[src/design/lflt_pkg.sv]
package lflt_pkg;

   localparam int KEY_W   = 32;
   localparam int TIME_W  = 32;
   localparam int COUNT_W = 8;
   localparam int REQ_W   = 2;
   localparam int CSR_IDX_W = 1;
   localparam int CSR_DATA_W = 32;
   localparam int REQ_DATA_W = 64;
   localparam int RSP_DATA_W = 40;

   localparam logic [REQ_W-1:0] REQ_FAIL    = 2'd0;
   localparam logic [REQ_W-1:0] REQ_SUCCESS = 2'd1;

   localparam logic [CSR_IDX_W-1:0] CSR_MAX_FAILURES = 1'd0;
   localparam logic [CSR_IDX_W-1:0] CSR_LOCKOUT_MS   = 1'd1;

   localparam logic [COUNT_W-1:0] COUNT_CAP        = 8'hFF;
   localparam logic [COUNT_W-1:0] MAX_FAILURES_RST = 8'd5;
   localparam logic [TIME_W-1:0]  LOCKOUT_MS_RST   = 32'd300000;

   typedef enum logic [2:0] {
      ST_IDLE,
      ST_SCAN,
      ST_DRAIN,
      ST_UPDATE,
      ST_FINISH
   } lflt_state_type;

   typedef struct packed {
      logic load;
      logic scan_rd;
      logic upd;
      logic fin;
   } lflt_cmd_type;

   typedef struct packed {
      logic scan_last;
      logic out_busy;
   } lflt_sts_type;

   typedef struct packed {
      logic [KEY_W-1:0]   key;
      logic [TIME_W-1:0]  last_seen;
      logic [COUNT_W-1:0] fail_count;
      logic [TIME_W-1:0]  lock_until;
   } lflt_entry_type;

endpackage

[src/design/lflt_ctrl.sv]
module lflt_ctrl
   import lflt_pkg::*;
(
   input  logic         clock,
   input  logic         reset,
   input  logic         req_tvalid,
   output logic         req_tready,
   input  lflt_sts_type sts,
   output lflt_cmd_type cmd
);

   lflt_state_type state_ff;
   lflt_state_type state_in;

   always_comb begin
      state_in = state_ff;
      unique case (state_ff)
         ST_IDLE: begin
            if (req_tvalid) state_in = ST_SCAN;
         end
         ST_SCAN: begin
            if (sts.scan_last) state_in = ST_DRAIN;
         end
         ST_DRAIN:  state_in = ST_UPDATE;
         ST_UPDATE: state_in = ST_FINISH;
         ST_FINISH: begin
            if (!sts.out_busy) state_in = ST_IDLE;
         end
         default:   state_in = ST_IDLE;
      endcase
   end

   always_comb begin
      cmd        = '0;
      req_tready = 1'b0;
      unique case (state_ff)
         ST_IDLE: begin
            req_tready = 1'b1;
            cmd.load   = req_tvalid;
         end
         ST_SCAN:   cmd.scan_rd = 1'b1;
         ST_DRAIN:  cmd = '0;
         ST_UPDATE: cmd.upd = 1'b1;
         ST_FINISH: cmd.fin = !sts.out_busy;
         default:   cmd = '0;
      endcase
   end

   always_ff @(posedge clock) begin
      if (reset) begin
         state_ff <= ST_IDLE;
      end else begin
         state_ff <= state_in;
      end
   end

endmodule

[src/design/lflt_dp.sv]
module lflt_dp
   import lflt_pkg::*;
#(
   parameter int NUM_SLOTS = 8
)
(
   input  logic                  clock,
   input  logic                  reset,
   input  logic                  csr_we,
   input  logic [CSR_IDX_W-1:0]  csr_addr,
   input  logic [CSR_DATA_W-1:0] csr_wdata,
   input  logic [REQ_W-1:0]      req_type,
   input  logic [KEY_W-1:0]      client_key,
   input  logic [TIME_W-1:0]     now_ms,
   input  logic                  rsp_tready,
   output logic                  rsp_tvalid,
   output logic                  out_is_locked,
   output logic [TIME_W-1:0]     out_remaining_ms,
   output logic                  out_tracked,
   input  lflt_cmd_type          cmd,
   output lflt_sts_type          sts
);

   localparam int IDX_W = (NUM_SLOTS > 1) ? $clog2(NUM_SLOTS) : 1;

   lflt_entry_type slot_mem [NUM_SLOTS];
   lflt_entry_type rd_data_ff;

   logic [COUNT_W-1:0] max_fail_ff;
   logic [TIME_W-1:0]  lockout_ff;

   logic [REQ_W-1:0]  req_type_ff;
   logic [KEY_W-1:0]  key_ff;
   logic [TIME_W-1:0] now_ff;

   logic [NUM_SLOTS-1:0] valid_ff;
   logic [IDX_W-1:0]     rd_idx_ff;
   logic [IDX_W-1:0]     rd_idx_in;
   logic                 ev_vld_ff;
   logic [IDX_W-1:0]     ev_idx_ff;

   logic               hit_ff, hit_in;
   logic [IDX_W-1:0]   hit_idx_ff, hit_idx_in;
   logic [COUNT_W-1:0] hit_fc_ff, hit_fc_in;
   logic [TIME_W-1:0]  hit_lu_ff, hit_lu_in;
   logic               free_ff, free_in;
   logic [IDX_W-1:0]   free_idx_ff, free_idx_in;
   logic               of_ff, of_in;
   logic [IDX_W-1:0]   of_idx_ff, of_idx_in;
   logic [TIME_W-1:0]  of_ls_ff, of_ls_in;
   logic               oa_ff, oa_in;
   logic [IDX_W-1:0]   oa_idx_ff, oa_idx_in;
   logic [TIME_W-1:0]  oa_ls_ff, oa_ls_in;

   logic ev_v;
   logic ev_la;

   logic               wr_en_ff, wr_en_in;
   logic [IDX_W-1:0]   wr_idx_ff, wr_idx_in;
   logic [COUNT_W-1:0] new_fc_ff, new_fc_in;
   logic [TIME_W-1:0]  new_lu_ff, new_lu_in;
   logic               trk_ff, trk_in;

   logic [IDX_W-1:0]   sel_idx;
   logic [COUNT_W-1:0] base_fc;
   logic [TIME_W-1:0]  base_lu;
   logic               base_la;
   logic [COUNT_W-1:0] fc_clr;
   logic [COUNT_W-1:0] fc_inc;
   logic [TIME_W-1:0]  lock_sum;

   logic               rsp_vld_ff, rsp_vld_in;
   logic               locked_in;
   logic [TIME_W-1:0]  remain_in;
   logic               locked_ff;
   logic [TIME_W-1:0]  remain_ff;
   logic               tracked_ff;

   assign sts.scan_last = (rd_idx_ff == IDX_W'(NUM_SLOTS - 1));
   assign sts.out_busy  = rsp_vld_ff && !rsp_tready;

   always_ff @(posedge clock) begin
      if (reset) begin
         max_fail_ff <= MAX_FAILURES_RST;
         lockout_ff  <= LOCKOUT_MS_RST;
      end else if (csr_we) begin
         unique case (csr_addr)
            CSR_MAX_FAILURES: max_fail_ff <= csr_wdata[COUNT_W-1:0];
            CSR_LOCKOUT_MS:   lockout_ff  <= csr_wdata[TIME_W-1:0];
            default:          lockout_ff  <= lockout_ff;
         endcase
      end
   end

   always_ff @(posedge clock) begin
      if (cmd.load) begin
         req_type_ff <= req_type;
         key_ff      <= client_key;
         now_ff      <= now_ms;
      end
   end

   always_ff @(posedge clock) begin
      if (cmd.fin && wr_en_ff) begin
         slot_mem[wr_idx_ff] <= '{key: key_ff, last_seen: now_ff,
                                  fail_count: new_fc_ff, lock_until: new_lu_ff};
      end
      rd_data_ff <= slot_mem[rd_idx_ff];
   end

   assign rd_idx_in = cmd.load ? '0 : (cmd.scan_rd ? rd_idx_ff + 1'b1 : rd_idx_ff);

   assign ev_v  = valid_ff[ev_idx_ff];
   assign ev_la = (rd_data_ff.lock_until != '0) && (now_ff < rd_data_ff.lock_until);

   always_comb begin
      hit_in      = hit_ff;
      hit_idx_in  = hit_idx_ff;
      hit_fc_in   = hit_fc_ff;
      hit_lu_in   = hit_lu_ff;
      free_in     = free_ff;
      free_idx_in = free_idx_ff;
      of_in       = of_ff;
      of_idx_in   = of_idx_ff;
      of_ls_in    = of_ls_ff;
      oa_in       = oa_ff;
      oa_idx_in   = oa_idx_ff;
      oa_ls_in    = oa_ls_ff;
      if (cmd.load) begin
         hit_in  = 1'b0;
         free_in = 1'b0;
         of_in   = 1'b0;
         oa_in   = 1'b0;
      end else if (ev_vld_ff) begin
         if (ev_v && !hit_ff && rd_data_ff.key == key_ff) begin
            hit_in     = 1'b1;
            hit_idx_in = ev_idx_ff;
            hit_fc_in  = rd_data_ff.fail_count;
            hit_lu_in  = rd_data_ff.lock_until;
         end
         if (!ev_v && !free_ff) begin
            free_in     = 1'b1;
            free_idx_in = ev_idx_ff;
         end
         if (ev_v && !ev_la && (!of_ff || rd_data_ff.last_seen < of_ls_ff)) begin
            of_in     = 1'b1;
            of_idx_in = ev_idx_ff;
            of_ls_in  = rd_data_ff.last_seen;
         end
         if (ev_v && (!oa_ff || rd_data_ff.last_seen < oa_ls_ff)) begin
            oa_in     = 1'b1;
            oa_idx_in = ev_idx_ff;
            oa_ls_in  = rd_data_ff.last_seen;
         end
      end
   end

   always_comb begin
      priority if (hit_ff) sel_idx = hit_idx_ff;
      else if (free_ff)    sel_idx = free_idx_ff;
      else if (of_ff)      sel_idx = of_idx_ff;
      else                 sel_idx = oa_idx_ff;
   end

   assign base_fc  = hit_ff ? hit_fc_ff : '0;
   assign base_lu  = hit_ff ? hit_lu_ff : '0;
   assign base_la  = (base_lu != '0) && (now_ff < base_lu);
   assign fc_clr   = (base_lu != '0) ? '0 : base_fc;
   assign fc_inc   = (fc_clr != COUNT_CAP) ? fc_clr + 1'b1 : fc_clr;
   assign lock_sum = now_ff + lockout_ff;

   always_comb begin
      wr_en_in  = 1'b0;
      wr_idx_in = hit_idx_ff;
      trk_in    = hit_ff;
      new_fc_in = base_fc;
      new_lu_in = base_lu;
      unique case (req_type_ff)
         REQ_FAIL: begin
            wr_en_in  = 1'b1;
            wr_idx_in = sel_idx;
            trk_in    = 1'b1;
            if (!base_la) begin
               new_fc_in = fc_inc;
               new_lu_in = (fc_inc >= max_fail_ff) ? lock_sum : '0;
            end
         end
         REQ_SUCCESS: begin
            wr_en_in = hit_ff;
            if (!base_la) begin
               new_fc_in = '0;
               new_lu_in = '0;
            end
         end
         default: begin
            wr_en_in = 1'b0;
         end
      endcase
   end

   assign locked_in  = (new_lu_ff != '0) && (now_ff < new_lu_ff);
   assign remain_in  = locked_in ? new_lu_ff - now_ff : '0;
   assign rsp_vld_in = cmd.fin ? 1'b1 : (rsp_tready ? 1'b0 : rsp_vld_ff);

   always_ff @(posedge clock) begin
      if (cmd.upd) begin
         wr_idx_ff <= wr_idx_in;
         new_fc_ff <= new_fc_in;
         new_lu_ff <= new_lu_in;
      end
      if (cmd.fin) begin
         locked_ff  <= locked_in;
         remain_ff  <= remain_in;
         tracked_ff <= trk_ff;
      end
      hit_idx_ff  <= hit_idx_in;
      hit_fc_ff   <= hit_fc_in;
      hit_lu_ff   <= hit_lu_in;
      free_idx_ff <= free_idx_in;
      of_idx_ff   <= of_idx_in;
      of_ls_ff    <= of_ls_in;
      oa_idx_ff   <= oa_idx_in;
      oa_ls_ff    <= oa_ls_in;
      ev_idx_ff   <= rd_idx_ff;
   end

   always_ff @(posedge clock) begin
      if (reset) begin
         valid_ff   <= '0;
         rd_idx_ff  <= '0;
         ev_vld_ff  <= 1'b0;
         hit_ff     <= 1'b0;
         free_ff    <= 1'b0;
         of_ff      <= 1'b0;
         oa_ff      <= 1'b0;
         wr_en_ff   <= 1'b0;
         trk_ff     <= 1'b0;
         rsp_vld_ff <= 1'b0;
      end else begin
         if (cmd.fin && wr_en_ff) begin
            valid_ff[wr_idx_ff] <= 1'b1;
         end
         rd_idx_ff  <= rd_idx_in;
         ev_vld_ff  <= cmd.scan_rd;
         hit_ff     <= hit_in;
         free_ff    <= free_in;
         of_ff      <= of_in;
         oa_ff      <= oa_in;
         if (cmd.upd) begin
            wr_en_ff <= wr_en_in;
            trk_ff   <= trk_in;
         end
         rsp_vld_ff <= rsp_vld_in;
      end
   end

   assign rsp_tvalid       = rsp_vld_ff;
   assign out_is_locked    = locked_ff;
   assign out_remaining_ms = remain_ff;
   assign out_tracked      = tracked_ff;

   // A result is only produced into an empty or draining output register.
   assert property (@(posedge clock) disable iff (reset)
      cmd.fin |-> !(rsp_vld_ff && !rsp_tready))
      else $error("result overwrote a pending transfer");

   assert property (@(posedge clock) disable iff (reset)
      cmd.fin |=> rsp_vld_ff)
      else $error("finished item did not raise rsp_tvalid");

   // A recorded failure always leaves the key in the table.
   assert property (@(posedge clock) disable iff (reset)
      cmd.fin && req_type_ff == REQ_FAIL |=> tracked_ff)
      else $error("failure left key untracked");

   assert property (@(posedge clock) disable iff (reset)
      rsp_vld_ff && locked_ff |-> tracked_ff && remain_ff != '0)
      else $error("locked result inconsistent");

endmodule

[src/design/login_failure_lockout_table.sv]
// Per-client login failure tracker with lockout over a table of NUM_SLOTS entries.
// Each request on req_ (failure, success or query) is scanned against every slot
// one entry per cycle through the single read port of the slot memory, and the
// next transfer is accepted only once the item has passed the scan, drain,
// update and finish states. The result waits in an output register, so the
// next request is accepted and scanned while it is still pending. An item stays
// in its last cycle until that register has been emptied or is being emptied,
// and only then does the block accept another request. Configuration writes on
// csr_ take effect at once and should be made while no request is in progress;
// no clearing pass is needed after reset.
module login_failure_lockout_table
   import lflt_pkg::*;
#(
   parameter int NUM_SLOTS = 8
)
(
   input  logic                  clock,
   input  logic                  reset,
   input  logic                  csr_we,
   input  logic [CSR_IDX_W-1:0]  csr_addr,
   input  logic [CSR_DATA_W-1:0] csr_wdata,
   input  logic                  req_tvalid,
   output logic                  req_tready,
   input  logic [REQ_DATA_W-1:0] req_tdata,   // client_key[31:0], now_ms[63:32]
   input  logic [REQ_W-1:0]      req_tuser,   // req_type[1:0]
   output logic                  rsp_tvalid,
   input  logic                  rsp_tready,
   output logic [RSP_DATA_W-1:0] rsp_tdata    // is_locked[0], remaining_ms[32:1],
                                              // tracked[33], zero[39:34]
);

   lflt_cmd_type      cmd;
   lflt_sts_type      sts;
   logic              out_is_locked;
   logic [TIME_W-1:0] out_remaining_ms;
   logic              out_tracked;

   lflt_ctrl u_ctrl (
      .clock      (clock),
      .reset      (reset),
      .req_tvalid (req_tvalid),
      .req_tready (req_tready),
      .sts        (sts),
      .cmd        (cmd)
   );

   lflt_dp #(
      .NUM_SLOTS (NUM_SLOTS)
   ) u_dp (
      .clock            (clock),
      .reset            (reset),
      .csr_we           (csr_we),
      .csr_addr         (csr_addr),
      .csr_wdata        (csr_wdata),
      .req_type         (req_tuser),
      .client_key       (req_tdata[KEY_W-1:0]),
      .now_ms           (req_tdata[KEY_W +: TIME_W]),
      .rsp_tready       (rsp_tready),
      .rsp_tvalid       (rsp_tvalid),
      .out_is_locked    (out_is_locked),
      .out_remaining_ms (out_remaining_ms),
      .out_tracked      (out_tracked),
      .cmd              (cmd),
      .sts              (sts)
   );

   assign rsp_tdata = {{(RSP_DATA_W - TIME_W - 2){1'b0}}, out_tracked,
                       out_remaining_ms, out_is_locked};

endmodule
[config.mk]
export PLATFORM = sky130hd
export DESIGN_NAME = login_failure_lockout_table
export DESIGN_NICKNAME = d
export VERILOG_FILES = /design/src/design/lflt_pkg.sv /design/src/design/lflt_ctrl.sv /design/src/design/lflt_dp.sv /design/src/design/login_failure_lockout_table.sv
export SDC_FILE = /design/constraint.sdc
export NUM_CORES = 2
export LEC_CHECK = 0
export ABC_CLOCK_PERIOD_IN_PS = 15200
export BUFFER_PORTS_ARGS = -buffer_cell sky130_fd_sc_hd__buf_2
export CAP_MARGIN = 20
export CORE_ASPECT_RATIO = 0.7
export CORE_MARGIN = 2
export CORE_UTILIZATION = 30
export CTS_CLUSTER_SIZE = 20
export DETAILED_ROUTE_END_ITERATION = 8
export MAX_ROUTING_LAYER = met4
export PLACE_DENSITY = 0.43
export SYNTH_ARGS = -nofsm -noshare
export SYNTH_HDL_FRONTEND = slang
export SYNTH_SLANG_ARGS = --single-unit
export TNS_END_PERCENT = 20
[constraint.sdc]
create_clock -name clock -period 15.2 [get_ports clock]
set_input_delay 2.28 -clock clock [delete_from_list [all_inputs] [get_ports clock]]
set_output_delay 2.28 -clock clock [all_outputs]
set_load 0.01 [all_outputs]
==> summary.md <==
| Metric | Value |
|---|---|
| Most used cell, CP | `buf_4` |
| Worst path slowest cell | `nor2_4` |
| Compound-Gate Fraction of Synth Area | `0.0487` |
| GRT Total Usage | `0.166` |
| Longest Clk Path Bufs | `3` |
| Net Sw Frac | `0.224` |
| Core area | `171000 um2` |
| Vias in the first global route | `27.3k` |
| R2R Path Start | `u_dp.hit_lu_ff[9]$_DFFE_PP_` |
| Final worst setup slack | `9.81 ns` |
| Clock sink count | `1260` |
| Synthesized instance count | `3024` |
| Final Hold Slack | `0.406 ns` |
| Mapped Area | `51400 um2` |
| Drt pass-1 iters | `5` |
| Top cell type's share of synthesized area | `0.637` |
| Antenna violations before repair | `16` |
| Hold Buf Count CTS | `0` |
| Die area | `175000 um2` |
| Area Growth Syn to Fin | `15.7%` |
| Final setup vio count | `0` |
| DRC Markers | `0` |
| DR top layer | `met4` |
| Post-placement cell count | `5383` |
| Post-route ant nets | `0` |
| Via density | `4.82` |
| Cell taking the most area after synthesis | `edfxtp_1` |
| Internal | `5.81 mW` |
| IO buf count | `139` |
| Clock power frac | `0.437` |
| CTS Buf Count | `133` |
| Vias | `27.2k` |
| CTS root buf | `clkbuf_16` |
| Peak Freq | `185 MHz` |
| Finished Layout Cells | `5634` |
| Hold Path End | `u_dp.hit_fc_ff[4]$_DFFE_PP_` |
| Arr. time, crit path | `5.77 ns` |
| Adder-cell share of the synthesized area | `0.0490` |
| Clk slew on worst S/H paths | `0.06 ns` |
| Crit-path leading delay family | `buffers and inverters` |
| Switching pwr | `1.67 mW` |
| XOR/XNOR Fraction of Synth Area | `0.0152` |
| Logic pwr share | `0.051` |
| Mapped Avg Cell Area | `17.0 um2` |
| Clk_lat worst skew | `0.78 ns` |
| Io pins | `146` |
| DPL Wire Length | `90.8 mm` |
| WL met1 | `70.1 mm` |
| Slew HR | `0.240` |
| Largest net degree at the start of global routing | `154` |
| Die H | `350 um` |
| DR iter-0 viols | `2458` |
| CTS tree | `built` |
| Final net count | `3565` |
| Flop2flop setup slack | `10.18 ns` |
| Fin crit share | `0.355` |
| Setup TNS | `0 ns` |
| Yosys reg bits | `1260` |
| Max Cap Viol | `0` |
| H-tree depth | `4` |
| Worst-Margin Slew | `1.14 ns` |
| Part of the Yosys area used for sequential elements | `0.703` |
| Ranking of synthesized cells by area | `edfxtp_1 64%, mux4_2 9.2%, dfxtp_1 6.6%, ha_1 4.8%, mux2_2 2.3%` |
| Worst slack, placed | `8.91 ns` |
| Post-synthesis mux area share | `0.116` |
| Worst IR Drop VDD | `0.0841 mV` |
| Seq pwr share | `0.512` |
| R2R Path End | `u_dp.new_lu_ff[8]$_DFFE_PP_` |
| WP buf/inv | `4` |
| First-pass GRT wire length | `203 mm` |
| Largest family of logic cells by synthesized area | `multiplexers` |
| Worst min path class | `flop to flop` |
| Layout cells sized above 1 | `0.223` |
| Post-CTS Resized | `0` |
| Crit Path Class | `primary input to flop` |
| Most common cell after layout, fill and taps aside | `edfxtp_1` |
| Final Hold Vio Count | `0` |
| # Post-CTS Setup Buffers | `0` |
| Cell depth of the worst min-delay path | `0` |
| Cells along the critical path | `buf_2 > nor2b_1 > nor2_4 > buf_4 > nand3b_1 > nor2_4 > buf_4 > buf_4` |
| Clk_skew | `0.0414 ns` |
| Starting density of the core | `0.301` |
| Power per Cell Area | `126 nW/um2` |
| Startpoint class of the critical path | `primary input` |
| Routed WL | `141 mm` |
| YS warnings | `0` |
| Worst path max stage delay | `0.81 ns` |
| Synth Flop Type | `edfxtp_1` |
| Metal3 WL | `7.10 mm` |
| Post-synth ARST share | `0` |
| Crit. End Element | `flop` |
| Met2 wire length | `60.2 mm` |
| Simple-gate area share of the yosys netlist | `0.0478` |
| # fillers | `16.2k` |
| Worst EP required | `15.58 ns` |
| Hold_sp | `u_dp.rd_data_ff[36]$_DFF_P_` |
| Row cnt | `127` |
| Most frequent cells in the layout | `1091 x edfxtp_1, 210 x mux4_2, 198 x ha_1` |
| Post-synth EDFFs | `1091` |
| Total global routing overflow | `0` |
| RSZ-0062 raised after global routing | `false` |
| RePlAce Congestion | `0.801` |
| Die X | `499 um` |
| Avg WL per Cell | `25.0 um` |
| CP Max Fanout | `45` |
| Fin. max-slew vios | `0` |
| Number of cells on the worst reg-to-reg path | `20` |
| Synth cell types | `71` |
| Leak | `20.1 nW` |
| Status | `complete, no violations` |
| Tmin final | `5.39 ns` |
cells in the mapped netlist (all sizes together), types with 11 or more instances:
| cell | number |
|---|---|
| edfxtp | 1091 |
| mux4 | 210 |
| ha | 198 |
| nand2 | 188 |
| dfxtp | 169 |
| inv | 152 |
| a21oi | 130 |
| nor2 | 115 |
| mux2 | 107 |
| o21ai | 69 |
| clkbuf | 67 |
| xor2 | 54 |
| a21o | 48 |
| nand4 | 39 |
| a22o | 37 |
| nor4 | 36 |
| buf | 35 |
| xnor2 | 35 |
| nand3 | 27 |
| nor3 | 26 |
| nand2b | 20 |
| nor2b | 20 |
| a211oi | 18 |
| nand3b | 12 |
| o21a | 11 |
routing by layer:
metal	global-route usage	up-vias
met5	-	-
met4	0.0474	0
met3	0.0302	199
met2	0.234	674
met1	0.242	13987
li1	-	12303
metrics by stage:
stage | power (mW) | utilization | area, um2
after floorplan | 4.13 | - | 51400
after global placement | 4.30 | 0.323 | 55100
after detailed placement | 4.29 | 0.323 | 55100
after CTS | 7.59 | 0.348 | 59400
after global routing | 7.77 | 0.348 | 59400
final | 7.48 | 0.348 | 59400
worst max path at each step:
stage / depth (start not counted) / from / endpoint
after detailed placement: 8 / rsp_tready / u_dp.slot_mem[6][27]$_DFFE_PP_
after global routing: 8 / rsp_tready / u_dp.slot_mem[4][9]$_DFFE_PP_
after floorplan: 4 / rsp_tready / u_dp.slot_mem[1][0]$_DFFE_PP_
after CTS: 8 / rsp_tready / u_dp.slot_mem[6][47]$_DFFE_PP_
after global placement: 8 / rsp_tready / u_dp.slot_mem[6][21]$_DFFE_PP_
final: 8 / rsp_tready / u_dp.slot_mem[6][8]$_DFFE_PP_
registers in the layout (all words and copies together) (netlist names), 8 cells and up:
name	flops
u_dp.hit_fc_ff	8
u_dp.hit_lu_ff	32
u_dp.key_ff	32
u_dp.lockout_ff	32
u_dp.max_fail_ff	8
u_dp.new_fc_ff	8
u_dp.new_lu_ff	32
u_dp.now_ff	32
u_dp.oa_ls_ff	32
u_dp.of_ls_ff	32
u_dp.out_remaining_ms	32
u_dp.rd_data_ff	104
u_dp.slot_mem	832
u_dp.valid_ff	8
power by group through the flow:
stage	Clock, mW	Sequential, mW	Combinational (mW)
after floorplan	0	3.88	0.248
after global placement	0	3.91	0.387
after detailed placement	0	3.91	0.384
after CTS	3.37	3.84	0.388
after global routing	3.51	3.84	0.423
final	3.27	3.84	0.381
cell type report:
| class | count | area (um2) | share of cell area |
|---|---|---|---|
| timing repair buffer | 199 | 1180 | 0.0198 |
| inverter | 152 | 571 | 0.00960 |
| clock buffer | 182 | 3710 | 0.0624 |
| tap | 2257 | 2820 | 0.0475 |
| sequential | 1260 | 36200 | 0.608 |
| clock inverter | 65 | 629 | 0.0106 |
| antenna | 4 | 10.0 | 0.000168 |
| multi-input combinational | 1515 | 14400 | 0.242 |
cells by family (layout without fill, tap and decap cells):
| family | count (synthesis) | count (layout) |
|---|---|---|
| other | 1 | 10 |
| muxes | 321 | 321 |
| DFF | 1260 | 1260 |
| and+or+nand+nor | 517 | 517 |
| adders and majority gates | 200 | 200 |
| AOI/OAI and AO/OA | 382 | 382 |
| xor gates and xnor gates | 89 | 89 |
| buffers and inverters | 254 | 598 |
Power figures use the tool's default switching activity.
